**src/rtl/tkck_ram.sv**
```systemverilog
// Generic single-port synchronous RAM with registered read data.
module tkck_ram #(
    parameter int Width = 8,
    parameter int Depth = 16
) (
    input  logic                     clk,
    input  logic                     we,
    input  logic [$clog2(Depth)-1:0] addr,
    input  logic [Width-1:0]         wdata,
    output logic [Width-1:0]         rdata
);

    logic [Width-1:0] mem [Depth];

    always_ff @(posedge clk)
    begin
        if (we)
        begin
            mem[addr] <= wdata;
        end
        rdata <= mem[addr];
    end

endmodule

```
**config.mk**
```make
export PLATFORM = sky130hd
export DESIGN_NAME = tkck_ram
export DESIGN_NICKNAME = d
export VERILOG_FILES = /design/src/rtl/tkck_ram.sv
export SDC_FILE = /design/constraint.sdc
export NUM_CORES = 1
export LEC_CHECK = 0
export ABC_AREA = 1
export BUFFER_PORTS_ARGS = -buffer_cell sky130_fd_sc_hd__buf_2
export CORE_MARGIN = 2
export CORE_UTILIZATION = 60
export DETAILED_ROUTE_END_ITERATION = 8
export MAX_ROUTING_LAYER = met4
export PLACE_DENSITY = 0.86
export SYNTH_ARGS = -nofsm -noshare
export SYNTH_HDL_FRONTEND = slang
export SYNTH_SLANG_ARGS = --single-unit
```
**constraint.sdc**
```tcl
create_clock -name clk -period 4.5 [get_ports clk]
set_input_delay 0.45 -clock clk [delete_from_list [all_inputs] [get_ports clk]]
set_output_delay 0.45 -clock clk [all_outputs]
set_load 0.02 [all_outputs]
```
==> flow_metrics.py <==
metrics = {
    "setup_path": {
        "critical_path_arrival_ps": 2000,
        "startpoint_type": "input pin",
        "cp_max_fo": 36,
        "cp.required_ps": 4660,
        "endpoint_kind": "flop",
        "crit_type": "in2reg",
    },
    "die": {
        "dieHeight_um": 101,
        "start_util": 0.611,
        "core-area_um2": 9150,
        "io_pins": 22,
        "die_area_um2": 10100,
        "rows": 35,
        "die_w_um": 101,
    },
    "power_and_ir_drop": {
        "p_total_mw": 2.85,
        "leakage_nw": 2.69,
        "p_per_area_nw_per_um2": 453,
        "ir_drop_mv": 0.321,
    },
    "job": {
        "maxCapViolCount": 0,
    },
    "yosys": {
        "yosysWarningCount": 0,
        "synth_area_leader_cell": "edfxtp_1",
        "ys_types": 11,
        "netlist.area_leader.share": 0.687,
        "synth_seq_area_share": 0.716,
        "syn_nets": 562,
        "synthCells": 548,
        "synth.avg_cell_area_um2": 10.2,
        "synth-seq-cells": 136,
        "syn_area_um2": 5590,
        "synthTopCellsByArea": "edfxtp_1 (69%), nand2_1 (23%), dfxtp_1 (2.9%)",
    },
    "grt": {
        "antenna_found_initial": 0,
        "track_usage": 0.278,
        "grt_max_degree": 57,
        "grt_overflow_total": 0,
        "grt_pass1_wl_um": 19500,
        "grt_pass1_vias": 3914,
    },
    "placed_design": {
        "place_ws_ps": 2170,
        "dpl-instance-area_um2": 5740,
        "gp_congestion": 0.971,
        "dp_hpwl_um": 7280,
        "port_buffers": 21,
        "dp.cells": 662,
    },
    "timing": {
        "rsz0062_at_grt": "false",
        "setup_slack_ps": 2650,
        "tightest_slew_ps": 698,
        "slew_headroom": 0.533,
        "clock.fmax_ghz": 0.541,
        "hold_slack_ps": 391,
        "slew_viol_final": 0,
        "tns_ps": 0,
        "period_needed_ps": 1850,
        "hold_violations": 0,
        "skew_ps": 5.79,
        "post-route-period-util": 0.410,
        "finalSetupViolCount": 0,
    },
    "finish": {
        "utilization": 0.687,
        "syn_to_final_growth_pct": 12.4,
        "stdcell_area_um2": 6290,
        "fin_cells": 694,
        "insertedDiodeCount": 0,
        "drive_gt1_frac": 0.0926,
        "nNetsFinal": 584,
    },
    "cts": {
        "postCtsSetupBuffers": 0,
        "ctsHoldBuffers": 0,
        "cts_made_buffers": 17,
        "clock_sinks": 136,
        "h-tree-depth": 4,
        "tritoncts": "done",
        "clock_path_buffers": 2,
        "insertion_delay_ps": 520,
        "path_clk_slew_ps": 60,
        "cts_resized": 0,
        "cts_root_buf": "clkbuf_8",
    },
    "drt": {
        "wl_per_cell_um": 17.8,
        "drt_iter0_drc": 499,
        "ant_nets": 0,
        "via_count": 3807,
        "viasPerCell": 5.49,
        "dr.pass1.iters": 5,
        "routed_wl_um": 12400,
        "drc": 0,
    },
    "min_path": {
        "hp-class": "in2reg",
    },
    "status": {
        "status": "complete, no violations",
    },
}
==> routing by layer <==
layer	up-vias	GRT usage	routed length, um
li1	1795	-	-
met1	1763	0.341	4920
met2	201	0.434	6060
met3	48	0.0728	988
met4	0	0.136	418
met5	-	-	0
==> cell usage after synthesis <==
library cell / number
nand2_1: 346
edfxtp_1: 128
inv_1: 21
nor2_1: 18
buf_2: 12
dfxtp_1: 8
buf_4: 6
nand3_1: 4
clkbuf_1: 3
clkinv_1: 1
inv_2: 1
==> cell usage in the layout, fill, tap and decap left out, drive strengths merged <==
cell and instances:
clkinv 9, bufinv 1, inv 24, nand2 346, clkbuf 17, nand3 4, clkinvlp 4, buf 24
edfxtp 128, nor2 18, dfxtp 8
==> sequential cells by signal (all words and copies together) (netlist names) <==
register  cells
mem         128
rdata         8
==> cell type report <==
type / instances / area [um^2]
flip-flops and latches: 136 / 4000
fillers: 617 / 2870
multi-input cells: 368 / 1390
clock buffers: 17 / 414
well taps: 111 / 139
clock inverters: 15 / 129
repair buffers: 24 / 128
inverters: 23 / 86.3
==> worst max-delay path, cell delays in order <==
cell and delay, ps:
buf_2 500, nand3_1 420, nor2_1 610
==> worst paths after layout <==
check	cells past startpoint	slack, ps	to	from
worst min-delay path	1	390	mem[1][4]	wdata[4]
worst max register to register	8	3450	rdata[1]	mem[4][1]
worst max-delay path	3	2650	mem[9][3]	addr[0]
worst min register to register	8	720	rdata[5]	mem[0][5]
==> report_power, final <==
group | internal, mW | switching [mW] | total [mW]
logic | 0.0428 | 0.134 | 0.177
clock network | 0.730 | 0.514 | 1.24
registers | 1.42 | 0.00798 | 1.42
total | 2.19 | 0.656 | 2.85
==> kinds of logic after synthesis <==
kind of cell / Yosys count / share of synthesized area
AND/OR/NAND/NOR: 368 / 0.248
buffers and inverters: 44 / 0.0362
flip-flops: 136 / 0.716
(Power assumes the default switching activity.)
