### src/rtl/tkck_divider.sv
// Restoring divider shared by the five mean fields, one quotient bit per cycle.
module tkck_divider #(
    parameter int NumWidth = 48,
    parameter int DenWidth = 11
) (
    input  logic                clk,
    input  logic                rst_n,
    input  logic                start,
    input  logic [NumWidth-1:0] numer,
    input  logic [DenWidth-1:0] denom,
    output logic                busy,
    output logic [NumWidth-1:0] quot
);

    localparam int CntWidth = $clog2(NumWidth + 1);

    logic [NumWidth-1:0] quot_reg, quot_next;
    logic [DenWidth:0]   rem_reg, rem_next;
    logic [CntWidth-1:0] cnt_reg, cnt_next;
    logic [DenWidth:0]   trial;

    always_ff @(posedge clk or negedge rst_n)
    begin
        if (!rst_n)
        begin
            cnt_reg <= '0;
        end
        else
        begin
            cnt_reg <= cnt_next;
        end
    end

    always_ff @(posedge clk)
    begin
        quot_reg <= quot_next;
        rem_reg  <= rem_next;
    end

    always_comb
    begin
        trial     = {rem_reg[DenWidth-1:0], quot_reg[NumWidth-1]};
        quot_next = quot_reg;
        rem_next  = rem_reg;
        cnt_next  = cnt_reg;
        if (start)
        begin
            quot_next = numer;
            rem_next  = '0;
            cnt_next  = CntWidth'(NumWidth);
        end
        else if (cnt_reg != '0)
        begin
            cnt_next = cnt_reg - 1'b1;
            if (trial >= {1'b0, denom})
            begin
                rem_next  = trial - {1'b0, denom};
                quot_next = {quot_reg[NumWidth-2:0], 1'b1};
            end
            else
            begin
                rem_next  = trial;
                quot_next = {quot_reg[NumWidth-2:0], 1'b0};
            end
        end
    end

    assign busy = (cnt_reg != '0);
    assign quot = quot_reg;

endmodule

### config.mk
export PLATFORM = sky130hd
export DESIGN_NAME = tkck_divider
export DESIGN_NICKNAME = d
export VERILOG_FILES = /design/src/rtl/tkck_divider.sv
export SDC_FILE = /design/constraint.sdc
export NUM_CORES = 1
export LEC_CHECK = 0
export ABC_CLOCK_PERIOD_IN_PS = 2300
export BUFFER_PORTS_ARGS = -buffer_cell sky130_fd_sc_hd__buf_2
export CAP_MARGIN = 25
export CORE_ASPECT_RATIO = 0.5
export CORE_UTILIZATION = 46
export CTS_CLUSTER_DIAMETER = 60
export DETAILED_ROUTE_END_ITERATION = 8
export GPL_TIMING_DRIVEN = 0
export HOLD_SLACK_MARGIN = 0.15
export PLACE_DENSITY = 0.74
export SKIP_CTS_REPAIR_TIMING = 1
export SLEW_MARGIN = 20
export SYNTH_ARGS = -nofsm -noshare
export SYNTH_HDL_FRONTEND = slang
export SYNTH_SLANG_ARGS = --single-unit
### constraint.sdc
create_clock -name clk -period 2.3 [get_ports clk]
set_input_delay 0.345 -clock clk [delete_from_list [all_inputs] [get_ports clk]]
set_output_delay 0.345 -clock clk [all_outputs]
set_load 0.05 [all_outputs]
==> impl_metrics.py, run 1 <==
metrics = {
    "cells_and_area": {
        "final_cells": 512,
        "fillers": 571,
        "largest_reg_flops": 48,
        "multi_input_area_um2": 1580,
        "syn2layout_area_growth_pct": 31.6,
        "diodes": 0,
        "fin_area_um2": 4590,
        "drive_gt1_share_pct": 49.0,
        "layout.nets": 491,
        "seq_area_um2": 1810,
    },
    "sta": {
        "fin_skew_ns": 0.00309,
        "worst_slew_pin_slew_ns": 0.557,
        "slew_headroom_pct": 62.9,
        "setup_viol_count_final": 0,
        "rsz0062_at_grt": "yes",
        "drv_slew": 0,
        "finalHoldViolCount": 0,
        "whs_ns": 0.324,
        "finalCritPeriodShare_pct": 97.6,
        "min_period_ns": 2.24,
        "tns_ns": 0,
        "fmax_mhz": 446,
    },
    "floorplanning": {
        "chipHeight_um": 63.5,
        "die_width_um": 125,
        "die_area_um2": 7950,
        "start_util_pct": 49.8,
        "coreArea_um2": 6990,
        "io_pins": 111,
        "row_count": 21,
    },
    "power_and_ir_drop": {
        "netSwitchingPower_mw": 1.09,
        "fin_total_pwr_mw": 3.58,
        "p_leak_nw": 2.03,
        "p_int_mw": 2.49,
        "clock_power_share_pct": 36.9,
        "ir_drop_v": 0.000562,
        "switching_share_pct": 30.4,
        "seq_power_share_pct": 40.6,
        "powerDensity_nw_per_um2": 780,
        "comb_power_share_pct": 22.5,
    },
    "clock_network": {
        "numCtsBuffers": 9,
        "clockBufferDepth": 2,
        "clock_latency_ns": 0.32,
        "root_buffer": "clkbuf_16",
        "cts_tree": "done",
        "path_clk_slew_ns": 0.06,
        "clock-sinks": 65,
        "htreeDepth": 3,
    },
    "yosys": {
        "syn_avg_cell_area_um2": 12.2,
        "netlist_instances": 286,
        "ys_ff_latch": 65,
        "synth_top_area_share_pct": 41.4,
        "ys_async_sr_fraction_pct": 9.23,
        "synth-seq-area-share_pct": 52.0,
        "synth_nets": 361,
        "yosys.area.top_type": "edfxtp_1",
        "yosys_warnings": 0,
        "synthDistinctLibCells": 53,
        "synth_edf_count": 48,
        "ys.flop_type": "edfxtp_1",
        "synthTopCellsByArea": "edfxtp_1 (41%), mux2_2 (16%), dfxtp_1 (6.3%), dfrtp_1 (4.3%), ha_1 (4.3%)",
        "synth_top_cells_by_count": "edfxtp_1 (48), mux2_2 (48), nor2_1 (21)",
        "netlist_area_um2": 3480,
    },
    "setup_path": {
        "crit_start": "quot[47]",
        "crit_end": "quot[0]",
        "crit-reg2reg-launch": "quot[47]",
        "cp.required_ns": 2.37,
        "reg2reg_to": "quot[0]",
        "r2r_cells": 8,
        "start_kind": "flip-flop",
        "critPathArrivalTime_ns": 2.32,
        "crit_path_max_fanout": 8,
        "reg2reg_slack_ns": 0.06,
        "end_kind": "flip-flop",
        "crit_type": "reg2reg",
    },
    "drt": {
        "drt_iter0_markers": 161,
        "wl_um": 8160,
        "drtPass1Iterations": 6,
        "wl_per_cell_um": 15.9,
        "vias": 2767,
        "vias_per_cell": 5.40,
        "ant_nets": 0,
        "drc": 6,
    },
    "run": {
        "cap_violations": 0,
    },
    "global_route": {
        "grt_antenna_before_repair": 0,
        "met1_usage_pct": 25.6,
        "grt_usage_pct": 21.4,
        "gr-usage-met3_pct": 5.69,
        "grt.overflow.total": 0,
        "grt_max_degree": 27,
        "grt_pass1_wl_um": 13200,
        "met2_usage_pct": 38.2,
        "busiest_layer": "met2",
        "grt_pass1_vias": 2738,
    },
    "placement": {
        "postPlaceCellArea_um2": 4200,
        "gp_congestion": 0.867,
        "place_inst": 488,
        "hpwlAfterDp_um": 5880,
        "port_buffers": 109,
    },
    "outcome": {
        "status": "finished with violations",
        "violations": "DRC",
    },
    "worst_hold_path": {
        "hp-class": "in2reg",
    },
}
## layout make-up
| class | instances | area share, % |
|---|---|---|
| clock inverters | 5 | 1.26 |
| repair buffers | 119 | 14.1 |
| clock buffers | 10 | 4.99 |
| well taps | 92 | 2.51 |
| multi-input cells | 189 | 34.5 |
| inverters | 19 | 1.61 |
| plain buffers | 13 | 1.53 |
| flip-flops and latches | 65 | 39.5 |
## layout by cell type (no fill, tap or decap), types with 5 or more instances in the layout
cell	count
a21oi_1	7
buf_2	110
buf_4	10
clkbuf_1	7
clkbuf_16	9
dfrtp_1	6
dfxtp_1	11
edfxtp_1	48
ha_1	10
inv_1	15
mux2_2	48
mux2i_1	5
nand2_1	14
nor2_1	21
o21ai_0	12
## metal layers
| metal | wire length, um | vias to the layer above |
|---|---|---|
| li1 | - | 1340 |
| met1 | 3560 | 1350 |
| met2 | 4170 | 71 |
| met3 | 391 | 6 |
| met4 | 42 | 0 |
| met5 | 0 | - |
## power by group through the flow
stage | Sequential, mW | Combinational (mW) | Clock, mW
6_report | 1.45 | 0.804 | 1.32
5_1_grt | 1.47 | 0.851 | 1.39
4_1_cts | 1.45 | 0.789 | 1.34
3_5_place_dp | 1.47 | 0.784 | 0
3_3_place_gp | 1.46 | 0.768 | 0
2_1_floorplan | 1.79 | 0.270 | 0
## how the worst min path moves through the flow
stage | from | cells past startpoint | end | slack (ns)
after global placement | rst_n | 1 | cnt_reg[3] | 0.17
after detailed placement | rst_n | 1 | cnt_reg[0] | 0.17
final | numer[1] | 2 | quot[1] | 0.32
after CTS | rst_n | 1 | cnt_reg[0] | -0.17
after floorplan | rst_n | 0 | cnt_reg[0] | 0.05
after global routing | numer[29] | 2 | quot[29] | 0.31
## stage by stage
stage	utilization, %	setup slack [ns]
6_report	65.6	0.0554
2_1_floorplan	-	-0.203
3_5_place_dp	60.0	-0.101
3_3_place_gp	59.6	-0.629
5_1_grt	65.6	-0.0263
4_1_cts	64.1	-0.342
## cells by family after synthesis
kind of cell    synth area share, %
mux                            17.0
flops                          52.0
xor+xnor                      0.503
fa+ha+maj                      4.88
buf+inv                        3.95
compound gates                 12.6
simple gates                   9.12
## worst max-delay path, cell delays in order (launching register included)
cell	delay [ns]
edfxtp_1	0.40
inv_2	0.09
ha_4	0.14
fa_2	0.20
nand2b_4	0.15
a21oi_4	0.07
o41a_4	0.41
o21a_4	0.25
mux2_2	0.27
(Power assumes the default switching activity.)
==> run 2, diff against run 1 <==
--- a/config.mk
+++ b/config.mk
@@ -7,12 +7,11 @@
 export LEC_CHECK = 0
 export ABC_CLOCK_PERIOD_IN_PS = 2300
 export BUFFER_PORTS_ARGS = -buffer_cell sky130_fd_sc_hd__buf_2
-export CAP_MARGIN = 25
+export CAP_MARGIN = 10
 export CORE_ASPECT_RATIO = 0.5
 export CORE_UTILIZATION = 46
 export CTS_CLUSTER_DIAMETER = 60
 export DETAILED_ROUTE_END_ITERATION = 8
-export GPL_TIMING_DRIVEN = 0
 export HOLD_SLACK_MARGIN = 0.15
 export PLACE_DENSITY = 0.74
 export SKIP_CTS_REPAIR_TIMING = 1
==> impl_metrics.py, run 2 (synthesis results as in run 1) <==
metrics = {
    "placement": {
        "hpwlAfterDp_um": 5570,
        "port_buffers": 110,
        "gp_congestion": 0.825,
        "postPlaceCellArea_um2": 4230,
        "post-place-ws_ns": 0.00122,
    },
    "power_and_ir_drop": {
        "p_leak_nw": 2.01,
        "clock_power_share_pct": 36.4,
        "comb_power_share_pct": 22.7,
        "p_int_mw": 2.48,
        "ir_drop_v": 0.000470,
        "netSwitchingPower_mw": 1.07,
        "switching_share_pct": 30.1,
        "powerDensity_nw_per_um2": 781,
        "seq_power_share_pct": 40.9,
    },
    "sta": {
        "setup_viol_count_final": 0,
        "worst_slack_ns": 0.0429,
        "worst_slew_pin_slew_ns": 0.977,
        "fin_skew_ns": 0.00661,
        "whs_ns": 0.315,
        "slew_headroom_pct": 34.8,
        "finalCritPeriodShare_pct": 98.1,
        "finalHoldViolCount": 0,
        "fmax_mhz": 443,
        "drv_slew": 0,
        "tns_ns": 0,
        "rsz0062_at_grt": "yes",
        "min_period_ns": 2.26,
    },
    "cells_and_area": {
        "fin_area_um2": 4550,
        "multi_input_area_um2": 1570,
        "diodes": 0,
        "drive_gt1_share_pct": 49.4,
        "syn2layout_area_growth_pct": 30.5,
        "largest_reg_flops": 48,
        "post-route-util_pct": 65.0,
        "final_common_cell": "buf_2",
        "seq_area_um2": 1810,
        "layout_common_cells": "buf_2 (110), mux2_2 (48), edfxtp_1 (48)",
        "fillers": 539,
        "layout.nets": 486,
    },
    "setup_path": {
        "start_kind": "flip-flop",
        "cp.required_ns": 2.57,
        "critPathArrivalTime_ns": 2.53,
        "end_kind": "flip-flop",
        "crit_path_max_fanout": 7,
        "crit_type": "reg2reg",
    },
    "drt": {
        "vias": 2685,
        "wl_um": 7930,
        "wl_per_cell_um": 15.7,
        "drtPass1Iterations": 7,
        "ant_nets": 0,
        "vias_per_cell": 5.32,
        "drc": 0,
        "drt_iter0_markers": 228,
    },
    "clock_network": {
        "root_buffer": "clkbuf_16",
        "htreeDepth": 3,
        "numCtsBuffers": 9,
        "path_clk_slew_ns": 0.05,
        "clock_latency_ns": 0.33,
        "clockBufferDepth": 2,
        "cts_tree": "done",
        "clock-sinks": 65,
    },
    "global_route": {
        "grt_usage_pct": 20.7,
        "met2_usage_pct": 36.6,
        "grt_antenna_before_repair": 0,
        "grt.overflow.total": 0,
        "met1_usage_pct": 23.5,
        "grt_pass1_wl_um": 12700,
        "grt_max_degree": 68,
        "grt_pass1_vias": 2686,
        "busiest_layer": "met2",
        "gr-usage-met3_pct": 6.88,
    },
    "floorplanning": {
        "coreArea_um2": 6990,
        "start_util_pct": 49.8,
        "io_pins": 111,
        "row_count": 21,
        "die_width_um": 125,
        "die_area_um2": 7950,
        "chipHeight_um": 63.5,
    },
    "worst_hold_path": {
        "hp-class": "in2reg",
    },
    "run": {
        "cap_violations": 0,
    },
    "outcome": {
        "status": "finished clean",
    },
}
[run 2: worst paths after layout]
kind / from / end / slack, ns / cells after the start
worst max register to register: quot[47] / rem_reg[0] / 0.04 / 10
worst max-delay path: quot[47] / rem_reg[0] / 0.04 / 10
worst min-delay path: numer[24] / quot[24] / 0.32 / 2
min in group asynchronous: rst_n / cnt_reg[4] / 0.37 / 2
max in group asynchronous: rst_n / cnt_reg[2] / 1.79 / 2
worst min register to register: rem_reg[4] / rem_reg[5] / 0.52 / 2
[run 2: per-layer routing]
layer / part of all wire, % / vias to the layer above
li1: - / 1322
met2: 51 / 72
met1: 43 / 1279
met3: 4.7 / 12
met4: 1.4 / 0
met5: 0 / -
[run 2: critical path, stage by stage, from the launching register on]
cell and delay, ns:
edfxtp_1 0.39, inv_2 0.09, ha_4 0.14, fa_2 0.21, nand2b_4 0.15, a21oi_4 0.06
o41a_4 0.40, o21ai_4 0.27, buf_6 0.16, mux2i_1 0.18, a22o_1 0.14
[run 2: per-stage QoR]
| stage | cells | power (mW) |
|---|---|---|
| 3_3_place_gp | 490 | 2.25 |
| 4_1_cts | 503 | 3.57 |
| 3_5_place_dp | 490 | 2.27 |
| 6_report | 505 | 3.55 |
| 5_1_grt | 505 | 3.69 |
| 2_1_floorplan | 286 | 2.06 |
[run 2: area by class of cell]
cell class | instances | share of cell area [%]
sequential | 65 | 39.9
multi-input combinational | 189 | 34.6
timing repair buffer | 127 | 15.4
clock buffer | 9 | 4.95
tap | 92 | 2.53
inverter | 19 | 1.57
clock inverter | 4 | 1.05
[run 2: power groups by stage]
stage	Clock (mW)	Combinational, mW	Sequential (mW)
floorplan	0	0.270	1.79
global placement	0	0.785	1.47
global route	1.36	0.854	1.47
CTS	1.31	0.800	1.45
detailed placement	0	0.795	1.47
finish	1.29	0.807	1.45
